File: src/rtl/oipa_pkg.sv
// Shared types and constants for the ordered id pool allocator.
package oipa_pkg;

    // Pool geometry, fixed by the 3-bit id and 4-bit count fields
    localparam int POOL_SIZE = 8;
    localparam int ID_W      = 3;
    localparam int CNT_W     = 4;

    localparam logic [CNT_W-1:0] RESET_CAP = 4'd8;
    localparam logic [CNT_W-1:0] MAX_CAP   = 4'd8;
    localparam logic [CNT_W-1:0] MIN_CAP   = 4'd1;

    // Request codes
    typedef enum logic [1:0] {
        FUNC_BORROW_ANY = 2'd0,
        FUNC_BORROW_ID  = 2'd1,
        FUNC_RETURN     = 2'd2,
        FUNC_QUERY      = 2'd3
    } func_t;

    // Result status codes
    typedef enum logic [1:0] {
        STATUS_OK       = 2'd0,
        STATUS_NOT_FREE = 2'd1,
        STATUS_RANGE    = 2'd2
    } status_t;

    // Sequencer states
    typedef enum logic {
        ST_IDLE = 1'b0,
        ST_EXEC = 1'b1
    } state_t;

    // Operation applied to every cell of the free list chain
    typedef enum logic [2:0] {
        CELL_HOLD   = 3'd0,
        CELL_LOAD   = 3'd1,
        CELL_SHIFT  = 3'd2,
        CELL_REMOVE = 3'd3,
        CELL_APPEND = 3'd4
    } cell_op_t;

    // Control broadcast to all cells
    typedef struct packed {
        cell_op_t          op;
        logic [CNT_W-1:0]  load_cap;
        logic [ID_W-1:0]   new_id;
        logic              cmp_en;
        logic [ID_W-1:0]   cmp_id;
    } cell_ctrl_t;

endpackage

File: src/rtl/oipa_cell.sv
// One slot of the ordered free list: holds an id, a valid flag and a match flag.
module oipa_cell
(
    input  logic                        clk,
    input  logic                        rst_n,
    input  logic [oipa_pkg::ID_W-1:0]   idx,
    input  oipa_pkg::cell_ctrl_t        ctrl,
    input  logic [oipa_pkg::ID_W-1:0]   right_id,
    input  logic                        right_valid,
    input  logic                        left_valid,
    input  logic                        seen_in,
    output logic [oipa_pkg::ID_W-1:0]   id,
    output logic                        valid,
    output logic                        seen_out
);

    logic [oipa_pkg::ID_W-1:0] id_reg;
    logic [oipa_pkg::ID_W-1:0] id_next;
    logic                      valid_reg;
    logic                      valid_next;
    logic                      hit_reg;
    logic                      hit_next;

    // A hit here or anywhere to the left means this slot closes the gap
    assign seen_out = seen_in | hit_reg;
    assign id       = id_reg;
    assign valid    = valid_reg;

    // Next slot contents
    always_comb
    begin
        id_next    = id_reg;
        valid_next = valid_reg;
        case (ctrl.op)
            oipa_pkg::CELL_LOAD:
            begin
                id_next    = idx;
                valid_next = ({1'b0, idx} < ctrl.load_cap);
            end
            oipa_pkg::CELL_SHIFT:
            begin
                id_next    = right_id;
                valid_next = right_valid;
            end
            oipa_pkg::CELL_REMOVE:
            begin
                if (seen_out)
                begin
                    id_next    = right_id;
                    valid_next = right_valid;
                end
            end
            oipa_pkg::CELL_APPEND:
            begin
                // first empty slot takes the returned id
                if (!valid_reg && left_valid)
                begin
                    id_next    = ctrl.new_id;
                    valid_next = 1'b1;
                end
            end
            default:
            begin
                id_next    = id_reg;
                valid_next = valid_reg;
            end
        endcase
    end

    // Match against the id of the word being taken in
    always_comb
    begin
        hit_next = hit_reg;
        if (ctrl.cmp_en)
        begin
            hit_next = valid_reg && (id_reg == ctrl.cmp_id);
        end
    end

    always_ff @(posedge clk or negedge rst_n)
    begin
        if (!rst_n)
        begin
            id_reg    <= idx;
            valid_reg <= ({1'b0, idx} < oipa_pkg::RESET_CAP);
            hit_reg   <= 1'b0;
        end
        else
        begin
            id_reg    <= id_next;
            valid_reg <= valid_next;
            hit_reg   <= hit_next;
        end
    end

endmodule

File: src/rtl/ordered_id_pool_allocator.sv
// Top level of the ordered id pool allocator: request sequencer, cell chain, result register.
//
// Each request word passes a compare step, as it is accepted, in which every
// cell of the free list compares its id against the requested id, and then an
// update step, in which the chain shifts, removes or appends in one step and the
// result word is registered. A request is taken whenever the sequencer is
// idle, even while the previous result still waits on m_axis; the update step
// then waits until the result register is free, so back-pressure on m_axis
// delays it. Writing cfg_wr_data refills the list with ids 0..capacity-1,
// clamping 0 to 1 and anything above 8 to 8; write only while no request is
// in flight.
module ordered_id_pool_allocator
(
    input  logic        clk,
    input  logic        rst_n,
    // configuration: pool capacity
    input  logic        cfg_wr_en,
    input  logic [3:0]  cfg_wr_data,
    // request stream
    input  logic        s_axis_tvalid,
    output logic        s_axis_tready,
    input  logic [7:0]  s_axis_tdata,   // [1:0] func, [4:2] item_id, [7:5] zero
    // result stream
    output logic        m_axis_tvalid,
    input  logic        m_axis_tready,
    output logic [15:0] m_axis_tdata    // [2:0] granted_id, [4:3] status,
                                        // [5] any_borrowed, [9:6] free_count
);

    localparam int N     = oipa_pkg::POOL_SIZE;
    localparam int ID_W  = oipa_pkg::ID_W;
    localparam int CNT_W = oipa_pkg::CNT_W;

    oipa_pkg::state_t       state_reg;
    oipa_pkg::state_t       state_next;
    oipa_pkg::cell_ctrl_t   cell_ctrl;
    oipa_pkg::cell_op_t     exec_op;

    logic                   in_fire;
    logic                   out_free;
    logic                   exec_fire;

    oipa_pkg::func_t        func_reg;
    logic [ID_W-1:0]        req_id_reg;
    logic [CNT_W-1:0]       cap_reg;
    logic [CNT_W-1:0]       cap_next;
    logic [CNT_W-1:0]       len_reg;
    logic [CNT_W-1:0]       len_next;
    logic [N-1:0]           mask_reg;
    logic [N-1:0]           mask_next;

    logic                   out_valid_reg;
    logic [15:0]            out_data_reg;

    logic [ID_W-1:0]        granted;
    oipa_pkg::status_t      status;
    logic                   in_range;
    logic                   found;

    logic [ID_W-1:0]        cell_id    [N];
    logic                   cell_valid [N];
    logic                   cell_seen  [N];
    logic [N-1:0]           valid_vec;
    logic [N-1:0]           list_mask;

    // Handshake conditions
    assign in_fire   = s_axis_tvalid && s_axis_tready;
    assign out_free  = !out_valid_reg || m_axis_tready;

    // Sequencer next state
    always_comb
    begin
        state_next = state_reg;
        unique case (state_reg)
            oipa_pkg::ST_IDLE:
            begin
                if (in_fire)
                begin
                    state_next = oipa_pkg::ST_EXEC;
                end
            end
            oipa_pkg::ST_EXEC:
            begin
                if (out_free)
                begin
                    state_next = oipa_pkg::ST_IDLE;
                end
            end
            default:
            begin
                state_next = oipa_pkg::ST_IDLE;
            end
        endcase
    end

    // Sequencer outputs
    always_comb
    begin
        s_axis_tready = 1'b0;
        exec_fire     = 1'b0;
        unique case (state_reg)
            oipa_pkg::ST_IDLE:
            begin
                s_axis_tready = 1'b1;
            end
            oipa_pkg::ST_EXEC:
            begin
                exec_fire = out_free;
            end
            default:
            begin
                s_axis_tready = 1'b0;
            end
        endcase
    end

    // Capacity clamp
    always_comb
    begin
        cap_next = cfg_wr_data;
        if (cfg_wr_data < oipa_pkg::MIN_CAP)
        begin
            cap_next = oipa_pkg::MIN_CAP;
        end
        else if (cfg_wr_data > oipa_pkg::MAX_CAP)
        begin
            cap_next = oipa_pkg::MAX_CAP;
        end
    end

    // Request decode and result
    assign in_range = ({1'b0, req_id_reg} < cap_reg);
    assign found    = cell_seen[N-1];

    always_comb
    begin
        granted   = '0;
        status    = oipa_pkg::STATUS_OK;
        exec_op   = oipa_pkg::CELL_HOLD;
        len_next  = len_reg;
        mask_next = mask_reg;
        case (func_reg)
            oipa_pkg::FUNC_BORROW_ANY:
            begin
                if (len_reg == '0)
                begin
                    status = oipa_pkg::STATUS_NOT_FREE;
                end
                else
                begin
                    granted   = cell_id[0];
                    exec_op   = oipa_pkg::CELL_SHIFT;
                    len_next  = len_reg - CNT_W'(1);
                    mask_next = mask_reg | (N'(1) << cell_id[0]);
                end
            end
            oipa_pkg::FUNC_BORROW_ID:
            begin
                if (!in_range)
                begin
                    status = oipa_pkg::STATUS_RANGE;
                end
                else if (!found)
                begin
                    status = oipa_pkg::STATUS_NOT_FREE;
                end
                else
                begin
                    granted   = req_id_reg;
                    exec_op   = oipa_pkg::CELL_REMOVE;
                    len_next  = len_reg - CNT_W'(1);
                    mask_next = mask_reg | (N'(1) << req_id_reg);
                end
            end
            oipa_pkg::FUNC_RETURN:
            begin
                if (!in_range)
                begin
                    status = oipa_pkg::STATUS_RANGE;
                end
                else
                begin
                    granted   = req_id_reg;
                    mask_next = mask_reg & ~(N'(1) << req_id_reg);
                    if (!found)
                    begin
                        exec_op  = oipa_pkg::CELL_APPEND;
                        len_next = len_reg + CNT_W'(1);
                    end
                end
            end
            default:
            begin
                granted = '0;
            end
        endcase
    end

    // Control broadcast to the chain
    always_comb
    begin
        cell_ctrl.op       = oipa_pkg::CELL_HOLD;
        cell_ctrl.load_cap = cap_next;
        cell_ctrl.new_id   = req_id_reg;
        cell_ctrl.cmp_en   = in_fire;
        cell_ctrl.cmp_id   = s_axis_tdata[4:2];
        if (cfg_wr_en)
        begin
            cell_ctrl.op = oipa_pkg::CELL_LOAD;
        end
        else if (exec_fire)
        begin
            cell_ctrl.op = exec_op;
        end
    end

    // Free list chain
    genvar g;
    generate
        for (g = 0; g < N; g++)
        begin : g_cell
            logic [ID_W-1:0] r_id;
            logic            r_valid;
            logic            l_valid;
            logic            s_in;

            if (g == N - 1)
            begin : g_last
                assign r_id    = '0;
                assign r_valid = 1'b0;
            end
            else
            begin : g_mid
                assign r_id    = cell_id[g+1];
                assign r_valid = cell_valid[g+1];
            end

            if (g == 0)
            begin : g_first
                assign l_valid = 1'b1;
                assign s_in    = 1'b0;
            end
            else
            begin : g_rest
                assign l_valid = cell_valid[g-1];
                assign s_in    = cell_seen[g-1];
            end

            oipa_cell u_cell
            (
                .clk         (clk),
                .rst_n       (rst_n),
                .idx         (ID_W'(g)),
                .ctrl        (cell_ctrl),
                .right_id    (r_id),
                .right_valid (r_valid),
                .left_valid  (l_valid),
                .seen_in     (s_in),
                .id          (cell_id[g]),
                .valid       (cell_valid[g]),
                .seen_out    (cell_seen[g])
            );

            assign valid_vec[g] = cell_valid[g];
        end
    endgenerate

    // Control registers
    always_ff @(posedge clk or negedge rst_n)
    begin
        if (!rst_n)
        begin
            state_reg     <= oipa_pkg::ST_IDLE;
            cap_reg       <= oipa_pkg::RESET_CAP;
            len_reg       <= oipa_pkg::RESET_CAP;
            mask_reg      <= '0;
            out_valid_reg <= 1'b0;
        end
        else
        begin
            state_reg <= state_next;
            if (cfg_wr_en)
            begin
                cap_reg  <= cap_next;
                len_reg  <= cap_next;
                mask_reg <= '0;
            end
            else if (exec_fire)
            begin
                len_reg  <= len_next;
                mask_reg <= mask_next;
            end
            if (exec_fire)
            begin
                out_valid_reg <= 1'b1;
            end
            else if (m_axis_tready)
            begin
                out_valid_reg <= 1'b0;
            end
        end
    end

    // Request and result payload
    always_ff @(posedge clk)
    begin
        if (in_fire)
        begin
            func_reg   <= oipa_pkg::func_t'(s_axis_tdata[1:0]);
            req_id_reg <= s_axis_tdata[4:2];
        end
        if (exec_fire)
        begin
            out_data_reg <= {6'd0, len_next, (mask_next != '0), status, granted};
        end
    end

    assign m_axis_tvalid = out_valid_reg;
    assign m_axis_tdata  = out_data_reg;

    // Ids currently held in the free list
    always_comb
    begin
        list_mask = '0;
        for (int i = 0; i < N; i++)
        begin
            if (cell_valid[i])
            begin
                list_mask = list_mask | (N'(1) << cell_id[i]);
            end
        end
    end

    // Number of valid cells in the free list matches the free count
    a_len_matches_chain: assert property (@(posedge clk) disable iff (!rst_n)
        $countones(valid_vec) == len_reg)
        else $error("free count disagrees with cell chain");

    // An id is never both free and borrowed
    a_free_borrowed_disjoint: assert property (@(posedge clk) disable iff (!rst_n)
        (list_mask & mask_reg) == '0)
        else $error("id both in free list and borrowed");

    // Free count never exceeds capacity
    a_len_within_cap: assert property (@(posedge clk) disable iff (!rst_n)
        len_reg <= cap_reg)
        else $error("free count above capacity");

    // A stalled result holds the update cycle back
    a_exec_waits: assert property (@(posedge clk) disable iff (!rst_n)
        (state_reg == oipa_pkg::ST_EXEC && out_valid_reg && !m_axis_tready)
        |=> (state_reg == oipa_pkg::ST_EXEC))
        else $error("update ran while result register was full");

endmodule

File: config.mk
export PLATFORM = sky130hd
export DESIGN_NAME = ordered_id_pool_allocator
export DESIGN_NICKNAME = d
export VERILOG_FILES = /design/src/rtl/oipa_pkg.sv /design/src/rtl/oipa_cell.sv /design/src/rtl/ordered_id_pool_allocator.sv
export SDC_FILE = /design/constraint.sdc
export NUM_CORES = 1
export LEC_CHECK = 0
export ABC_CLOCK_PERIOD_IN_PS = 2400
export BUFFER_PORTS_ARGS = -buffer_cell sky130_fd_sc_hd__buf_2
export CORE_MARGIN = 2
export CORE_UTILIZATION = 55
export CTS_CLUSTER_DIAMETER = 200
export DETAILED_ROUTE_END_ITERATION = 10
export GPL_TIMING_DRIVEN = 0
export PLACE_DENSITY = 0.75
export RECOVER_POWER = 100
export SKIP_LAST_GASP = 1
export SLEW_MARGIN = 30
export SYNTH_ARGS = -nofsm -noshare
export SYNTH_HDL_FRONTEND = slang
export SYNTH_SLANG_ARGS = --single-unit
File: constraint.sdc
create_clock -name clk -period 2.4 [get_ports clk]
set_input_delay 0.24 -clock clk [delete_from_list [all_inputs] [get_ports clk]]
set_output_delay 0.24 -clock clk [all_outputs]
set_load 0.005 [all_outputs]
==> results of run 1 <==
==> logic make-up after synthesis <==
| family | after synthesis | synth area share, % |
|---|---|---|
| other cells | 1 | 0.0820 |
| xor+xnor | 25 | 4.79 |
| fa+ha+maj | 4 | 1.09 |
| mux | 32 | 7.90 |
| flops | 73 | 42.2 |
| simple gates | 118 | 13.4 |
| buf+inv | 64 | 6.18 |
| compound gates | 149 | 24.4 |
==> worst register-to-register path: cells and delay by family, from the launching register on <==
| kind | cells | cell delay (ns) |
|---|---|---|
| AO/OA/AOI/OAI | 4 | 1.17 |
| buffers and inverters | 2 | 0.33 |
| flip-flops | 1 | 0.40 |
| AND/OR/NAND/NOR | 2 | 0.31 |
==> power by group through the flow <==
| stage | Combinational [mW] | Sequential [mW] | Clock [mW] |
|---|---|---|---|
| 3_5_place_dp | 2.32 | 2.11 | 0 |
| 4_1_cts | 2.59 | 2.08 | 1.06 |
| 5_1_grt | 3.29 | 2.13 | 1.12 |
| 2_1_floorplan | 1.72 | 2.02 | 0 |
| 6_report | 3.09 | 2.10 | 1.06 |
| 3_3_place_gp | 2.26 | 2.08 | 0 |
==> how the worst min path moves through the flow <==
| stage | end | cells after the start | slack [ns] | startpoint |
|---|---|---|---|---|
| floorplan | cap_reg[0] | 0 | -0.06 | rst_n |
| finish | func_reg[0] | 1 | 0.04 | s_axis_tdata[0] |
| global placement | func_reg[0] | 1 | 0.42 | s_axis_tdata[0] |
| global route | func_reg[0] | 1 | 0.05 | s_axis_tdata[0] |
| CTS | func_reg[0] | 1 | 0.04 | s_axis_tdata[0] |
| detailed placement | cap_reg[2] | 1 | 0.35 | rst_n |
==> metrics by stage <==
| step | setup TNS, ns | total power, mW | setup slack [ns] | hold WS [ns] | cells |
|---|---|---|---|---|---|
| after global placement | -11.60 | 4.34 | -0.494 | 0.419 | 598 |
| final | -0.175 | 6.25 | -0.0564 | 0.0423 | 650 |
| after floorplan | -0.00973 | 3.75 | -0.00973 | -0.0556 | 471 |
| after detailed placement | -13.03 | 4.42 | -0.513 | 0.347 | 598 |
| after global routing | -0.985 | 6.54 | -0.196 | 0.0496 | 650 |
| after CTS | -0.0947 | 5.72 | -0.0339 | 0.0359 | 628 |
==> per-layer routing <==
layer,vias to the layer above,track usage [%],wire length [um]
li1,1865,-,-
met1,2034,37.1,5560
met2,232,49.8,6490
met3,73,4.11,821
met4,0,17.8,661
met5,-,0,0
==> cell usage in the layout (no fill, tap or decap), drive strengths merged, types with 2 or more instances in the layout <==
cell type,n
nand2b,7
inv,30
dfstp,22
ha,4
nor2b,3
a211oi,11
mux2,24
a2bb2oi,2
a2111oi,2
or2,2
nor3,11
o31ai,7
a21oi,25
xnor2,25
nor4,3
buf,68
o211ai,22
mux2i,8
nand4,9
o21a,4
a21o,2
o221ai,2
clkbuf,35
dfrtp,36
a41oi,3
edfxtp,15
o2111ai,2
a22o,9
and2,6
o21bai,2
nand3,9
a31oi,13
nand2,40
conb,6
a41o,3
a22oi,8
nor2,25
o21ai,24
==> layout make-up <==
cell class,instances,area (um^2)
plain buffers,33,203
clock buffers,12,166
clock inverters,4,48.8
fillers,583,2500
inverters,29,111
multi-input cells,335,2650
flip-flops and latches,73,1930
well taps,105,131
repair buffers,59,394
==> what timing repair did <==
| item | CTS | global route |
|---|---|---|
| cloned | 0 | 1 |
| endpoints found under the hold margin | 36 | 0 |
| buffers inserted | 14 | 22 |
| gates resized for setup | 35 | 39 |
| pin swaps | 10 | 13 |
| endpoints found under the setup margin | 44 | 35 |
| hold buffers | 1 | 0 |
==> metrics.yaml, run 1 <==
outcome:
  status: "finished, violations left"
  violations: "negative setup slack"
logic_synthesis:
  yosysTopAreaCell: "dfrtp_1"
  synth-edff-count: 15
  synthCells: 466
  ys_ff_latch: 73
  yosys_warnings: 0
  yosysMostFrequentCell: "nand2_1"
  syn_area_per_cell_um2: 9.82
  netlist.area_leader.share_pct: 19.7
  yosysSeqAreaShare_pct: 42.2
  synth.area.top_cells: "dfrtp_1, dfstp_2, edfxtp_1"
  synth_cell_types: 69
  async_flop_share_pct: 79.5
  syn_area_um2: 4580
  synthFlopType: "dfrtp_1"
  synth_common_cells: "nand2_1, dfrtp_1, inv_1"
worst_setup_path:
  worst-path-buf-inv: 2
  start_kind: "register"
  r2r_start: "req_id_reg[0]"
  cp_max_fo: 4
  path_delay_family: "compound AO/OA/AOI/OAI gates"
  cp.depth: 8
  slowest_delay_ns: 0.49
  setup.worst_path.end: "m_axis_tdata[5]"
  rrSetupSlack_ns: -0.06
  required_ns: 2.49
  critical_path_arrival_ns: 2.55
  ff2ff_path_depth: 8
  cp_cell_sequence: "buf_6 > nand2b_4 > a2111o_1 > buf_4 > a211oi_1 > a211oi_1 > o32ai_1 > nand4_1"
  critical_path_class: "reg -> reg"
  worstSetupStartpoint: "req_id_reg[0]"
  critPathMostFrequentCell: "a211oi_1"
  worst_setup_path_end_kind: "register"
  rr_endpoint: "m_axis_tdata[5]"
  slowest_stage: "a2111o_1"
power:
  comb_power_share_pct: 49.5
  ir_drop_v: 0.000596
  power.leakage_nw: 2.27
  intPower_mw: 3.68
  switching_share_pct: 41.2
  p_clk_share_pct: 17.0
  p_switching_mw: 2.58
  power_per_cell_area_nw_per_um2: 1110
  pwr-share-seq_pct: 33.5
routing:
  wirelength_um: 13500
  post-route-drc-count: 0
  antenna_left: 0
  drtIter0Drc: 527
  route.vias.total: 4204
  vias_per_cell: 6.47
  routedWlPerCell_um: 20.8
  first_pass_iters: 7
global_routing:
  grt_max_degree: 59
  grt_pass1_wl_um: 20500
  first_global_vias: 4065
  grt_usage_pct: 29.9
  overflow: 0
  antenna_found_initial: 0
floorplanning:
  die_x_um: 95.2
  placement_rows: 33
  die_y_um: 95.2
  core_um2: 8130
  io-pin-count: 35
  dieArea_um2: 9060
  initial_core_util_pct: 56.3
cells_and_area:
  diodes: 0
  final_cell_area_um2: 5630
  fin_util_pct: 69.3
  nets: 561
  areaGrowthSynthToFinish_pct: 23.1
  drive_gt1_share_pct: 33.2
  largest_register_ffs: 24
timing:
  hold_viol: 0
  tightest_slew_ns: 1.46
  relSlewSlack_pct: 2.52
  setup_slack_ns: -0.0564
  fmax_ghz: 0.407
  slew_viol_final: 0
  min_period_over_period_pct: 102
  clock-skew-final_ns: 0.0178
  min_period_ns: 2.46
  rsz0062_at_grt: "true"
  setup_violations: 5
clock_network:
  cts_tree: "yes"
  cts_buffer_depth: 2
  cts_buffers: 9
  clk_latency_ns: 0.37
  htreeDepth: 3
  root_buffer: "clkbuf_8"
  clkTransAtPathRegs_ns: 0.09
  cts_sinks: 73
hold_path:
  hold_path_class: "in -> reg"
placed_design:
  place_congestion: 0.920
  portBuffers: 22
  hpwl_um: 8720
  placed_area_um2: 4840
job:
  max_cap_violations: 0
Power figures use the tool's default switching activity.
==> run 2, diff against run 1 <==
--- a/config.mk
+++ b/config.mk
@@ -5,14 +5,14 @@
 export SDC_FILE = /design/constraint.sdc
 export NUM_CORES = 1
 export LEC_CHECK = 0
-export ABC_CLOCK_PERIOD_IN_PS = 2400
+export ABC_CLOCK_PERIOD_IN_PS = 2600
 export BUFFER_PORTS_ARGS = -buffer_cell sky130_fd_sc_hd__buf_2
 export CORE_MARGIN = 2
-export CORE_UTILIZATION = 55
+export CORE_UTILIZATION = 42
 export CTS_CLUSTER_DIAMETER = 200
 export DETAILED_ROUTE_END_ITERATION = 10
 export GPL_TIMING_DRIVEN = 0
-export PLACE_DENSITY = 0.75
+export PLACE_DENSITY = 0.57
 export RECOVER_POWER = 100
 export SKIP_LAST_GASP = 1
 export SLEW_MARGIN = 30
==> constraint.sdc (replaced) <==
create_clock -name clk -period 2.6 [get_ports clk]
set_input_delay 0.26 -clock clk [delete_from_list [all_inputs] [get_ports clk]]
set_output_delay 0.26 -clock clk [all_outputs]
set_load 0.005 [all_outputs]
==> run 2 against run 1 <==
  * The run ends with max-capacitance violations, max-slew violations left
  * Worst setup slack gained 0.12 ns
  * Critical path depth down 1
  * Non-clock buffer count down 21
  * Fmax shrank 3.2%
  * Largest power group unchanged
  * Sequential power shrank 9%
  * Final cell count up 2.0%
==> metrics.yaml, run 2 (synthesized netlist as in run 1, its figures left out) <==
job:
  max_cap_violations: 1
power:
  power_per_cell_area_nw_per_um2: 1010
  power_mw: 5.37
  power.leakage_nw: 2.11
  ir_drop_v: 0.000551
global_routing:
  overflow: 0
  grt_pass1_wl_um: 20500
  grt_usage_pct: 23.1
  first_global_vias: 3902
  antenna_found_initial: 0
  grt_max_degree: 59
placed_design:
  placed_area_um2: 4880
  portBuffers: 22
  place_inst: 633
  place_congestion: 0.875
  hpwl_um: 8860
  place_worst_setup_slack_ns: -0.461
clock_network:
  clk_latency_ns: 0.38
  cts_sinks: 73
  htreeDepth: 3
  cts_tree: "yes"
  root_buffer: "clkbuf_8"
  cts_buffer_depth: 2
  clkTransAtPathRegs_ns: 0.07
  cts_buffers: 9
routing:
  route.vias.total: 3858
  routedWlPerCell_um: 19.0
  vias_per_cell: 5.82
  post-route-drc-count: 0
  wirelength_um: 12600
  antenna_left: 0
  drtIter0Drc: 218
  first_pass_iters: 7
cells_and_area:
  areaGrowthSynthToFinish_pct: 16.5
  fillers: 1037
  largest_register_ffs: 24
  layout.cells.most_common: "nand2_1"
  layout_common_cells: "nand2_1, dfrtp_1, inv_1"
  instances_no_fill: 663
  nets: 539
  final_cell_area_um2: 5330
  drive_gt1_share_pct: 27.2
  diodes: 0
  fin_util_pct: 49.6
timing:
  hold_viol: 0
  clock-skew-final_ns: 0.0110
  min_period_over_period_pct: 97.6
  fin_hold_ws_ns: 0.0615
  relSlewSlack_pct: -2.29
  min_period_ns: 2.54
  fin_setup_tns_ns: 0
  setup_slack_ns: 0.0628
  slew_viol_final: 59
  fmax_ghz: 0.394
  setup_violations: 0
  tightest_slew_ns: 1.53
worst_setup_path:
  worst_setup_path_end_kind: "register"
  setup.worst_path.end: "g_cell[2].u_cell.id[2]"
  ff2ff_path_depth: 7
  rr_endpoint: "g_cell[2].u_cell.id[2]"
  r2r_start: "req_id_reg[1]"
  critical_path_class: "reg -> reg"
  critical_path_arrival_ns: 2.79
  worstSetupStartpoint: "req_id_reg[1]"
  start_kind: "register"
  rrSetupSlack_ns: 0.06
  required_ns: 2.86
  cp_max_fo: 5
outcome:
  violations: "max-capacitance violations, max-slew violations"
  status: "finished, violations left"
floorplanning:
  die_y_um: 108
  placement_rows: 38
  initial_core_util_pct: 42.6
  core_um2: 10700
  die_x_um: 108
  io-pin-count: 35
  dieArea_um2: 11700
hold_path:
  hold_path_class: "in -> reg"
==> run 2: changes by cell type in the layout (fill, tap and decap cells not counted), moves of 5 or more <==
cell / before / now
buf_4: 42 / 23
mux2_2: 13 / 21
mux2_4: 11 / 3
buf_6: 7 / 2
==> run 2: power breakdown <==
group | switching, mW | internal, mW | total (mW)
clock network | 0.441 | 0.556 | 0.997
registers | 0.282 | 1.63 | 1.91
logic | 1.44 | 1.02 | 2.46
==> run 2: repair_timing <==
action	CTS	global route
resized for setup	18	13
setup endpoints to repair	39	32
setup buffers	4	11
hold buffers	1	0
pin swaps	1	9
hold endpoints to repair	36	0
==> run 2: final cells by class <==
class	instances	area (um^2)	area share, %
Multi-Input combinational cell	334	2490	46.7
Sequential cell	73	1930	36.2
Timing Repair Buffer	38	221	4.15
Buffer	33	184	3.45
Clock buffer	12	178	3.33
Tap cell	140	175	3.29
Inverter	29	110	2.07
Clock inverter	4	45.0	0.845
==> run 2: worst max-delay path: stages, from the launching register on <==
cell and delay, ns:
edfxtp_1 0.44, ha_4 0.30, a2111oi_4 0.42, o211ai_1 0.30, buf_4 0.24, buf_4 0.14
o221ai_4 0.22, mux2_2 0.36
==> run 2: worst min path at each step <==
stage,startpoint,end,slack (ns),cells after the start
2_1_floorplan,rst_n,cap_reg[0],-0.04,0
3_5_place_dp,rst_n,cap_reg[2],0.39,1
4_1_cts,s_axis_tdata[1],func_reg[1],0.04,1
5_1_grt,s_axis_tdata[1],func_reg[1],0.04,1
6_report,s_axis_tdata[1],func_reg[1],0.06,1
3_3_place_gp,s_axis_tdata[0],func_reg[0],0.44,1
==> run 2: per-layer routing <==
layer	vias to the layer above	track usage [%]	share of wire (%)
li1	1818	-	-
met4	0	8.33	1.5
met1	1903	29.5	45
met5	-	0	0
met2	116	38.1	49
met3	21	5.85	4.8
==> run 3, diff against run 2 <==
--- a/config.mk
+++ b/config.mk
@@ -8,11 +8,11 @@
 export ABC_CLOCK_PERIOD_IN_PS = 2600
 export BUFFER_PORTS_ARGS = -buffer_cell sky130_fd_sc_hd__buf_2
 export CORE_MARGIN = 2
-export CORE_UTILIZATION = 42
+export CORE_UTILIZATION = 55
 export CTS_CLUSTER_DIAMETER = 200
 export DETAILED_ROUTE_END_ITERATION = 10
 export GPL_TIMING_DRIVEN = 0
-export PLACE_DENSITY = 0.57
+export PLACE_DENSITY = 0.72
 export RECOVER_POWER = 100
 export SKIP_LAST_GASP = 1
 export SLEW_MARGIN = 30
==> run 3 against run 2 <==
  * The flow now finishes without violations
  * Count of clock-buffer cells in the layout decreased by 2
  * Clock power down 3.6%
  * Sequential cell count unchanged
  * Sequential share of layout area is 0.46 points higher
  * Hold slack improved by 0.0032 ns
  * Critical path type unchanged
  * Core utilization up 15 points
  * Die area is 23% lower
  * First-iteration DRC count is 58% higher
  * Final cell count fell by 5.7%
  * Global-route usage up 5.5 points
==> metrics.yaml, run 3 (synthesized netlist as in run 1, its figures left out) <==
clock_network:
  clk_latency_ns: 0.37
  cts_buffer_depth: 2
  cts_tree: "yes"
  root_buffer: "clkbuf_8"
  cts_sinks: 73
  clkTransAtPathRegs_ns: 0.08
  cts_buffers: 9
  htreeDepth: 3
global_routing:
  grt.busiest_layer: "met2"
  antenna_found_initial: 0
  grtUsageMet1_pct: 35.6
  grt_usage_pct: 28.7
  grtUsageMet2_pct: 48.0
  first_global_vias: 3916
  overflow: 0
  globalRouteMet3Util_pct: 5.69
  grt_pass1_wl_um: 19600
  grt_max_degree: 59
timing:
  tightest_slew_ns: 1.44
  clock-skew-final_ns: 0.00829
  rsz0062_at_grt: "true"
  min_period_over_period_pct: 97.8
  setup_violations: 0
  fmax_ghz: 0.393
  relSlewSlack_pct: 3.95
  hold_viol: 0
  fin_setup_tns_ns: 0
  slew_viol_final: 0
  min_period_ns: 2.54
cells_and_area:
  fillers: 648
  areaGrowthSynthToFinish_pct: 15.0
  diodes: 0
  layout.cells.most_common: "nand2_1"
  largest_register_ffs: 24
  fin_util_pct: 64.7
  multi_input_area_um2: 2510
  nets: 536
  layout_common_cells: "nand2_1, dfrtp_1, inv_1"
  drive_gt1_share_pct: 27.1
  ff_latch_area_um2: 1930
routing:
  wirelength_um: 12300
  routedWlPerCell_um: 19.6
  drtIter0Drc: 344
  first_pass_iters: 5
  antenna_left: 0
  post-route-drc-count: 0
  route.vias.total: 3957
  vias_per_cell: 6.33
floorplanning:
  io-pin-count: 35
  initial_core_util_pct: 56.3
  die_y_um: 95.2
  core_um2: 8130
  dieArea_um2: 9060
  die_x_um: 95.2
  placement_rows: 33
placed_design:
  place_congestion: 0.905
  portBuffers: 22
  hpwl_um: 8540
worst_setup_path:
  cp_max_fo: 10
  critical_path_arrival_ns: 2.84
  worst_setup_path_end_kind: "register"
  ff2ff_path_depth: 8
  required_ns: 2.90
  critical_path_class: "reg -> reg"
  start_kind: "register"
power:
  power_per_cell_area_nw_per_um2: 1000
  power.leakage_nw: 2.09
  ir_drop_v: 0.000566
  power_mw: 5.28
job:
  max_cap_violations: 0
outcome:
  status: "finished, final reports clean"
hold_path:
  holdPathStages: 1
  hold_path_class: "in -> reg"
[run 3: path summary, 6_finish.rpt]
check | start | end | slack [ns]
min in group asynchronous | rst_n | cap_reg[2] | 0.76
setup / recovery | len_reg[1] | g_cell[1].u_cell.id[0] | 0.06
hold reg to reg | g_cell[7].u_cell.valid | g_cell[7].u_cell.valid | 0.50
hold / removal | s_axis_tdata[0] | func_reg[0] | 0.06
setup reg to reg | len_reg[1] | g_cell[1].u_cell.id[0] | 0.06
max in group asynchronous | rst_n | mask_reg[1] | 0.96
[run 3: metrics by stage]
step           hold WS (ns)  cell area [um^2]  setup WS, ns  instances
4_1_cts              0.0550              5160       -0.0109        619
5_1_grt              0.0499              5260       -0.0457        625
3_3_place_gp          0.438              4840        -0.319        598
3_5_place_dp          0.381              4840        -0.405        598
6_report             0.0647              5260        0.0570        625
2_1_floorplan       -0.0356              4590         0.156        471
[run 3: final cells by class]
class / count / share of cell area (%)
multi-input combinational: 334 / 47.6
sequential: 73 / 36.7
timing repair buffer: 34 / 3.66
buffer: 34 / 3.47
clock buffer: 10 / 2.83
tap: 105 / 2.50
inverter: 29 / 2.09
clock inverter: 6 / 1.16
[run 3: per-layer routing]
metal	share of wire [%]	wire [um]	vias up
met3	6.7	824	26
met5	0	0	-
met2	50	6100	190
li1	-	-	1804
met4	2.1	255	0
met1	42	5100	1937
[run 3: power breakdown]
group | internal [mW] | switching (mW)
Combinational | 0.959 | 1.43
Clock | 0.502 | 0.458
Sequential | 1.63 | 0.295
[run 3: repair_timing]
action | CTS | global route
gates cloned | 0 | 0
pin swaps | 1 | 5
endpoints found under the setup margin | 39 | 31
resized for setup | 16 | 15
endpoints found under the hold margin | 31 | 0
buffers inserted | 5 | 6
hold buffers | 1 | 0
[run 3: worst max-delay path, cell delays in order, from the launching register on]
cell and delay (ns):
dfrtp_1 0.43, inv_1 0.12, ha_1 0.19, or3b_4 0.45, and2_2 0.24, o21ai_2 0.28, buf_2 0.30, o211ai_1 0.16
mux2_2 0.30
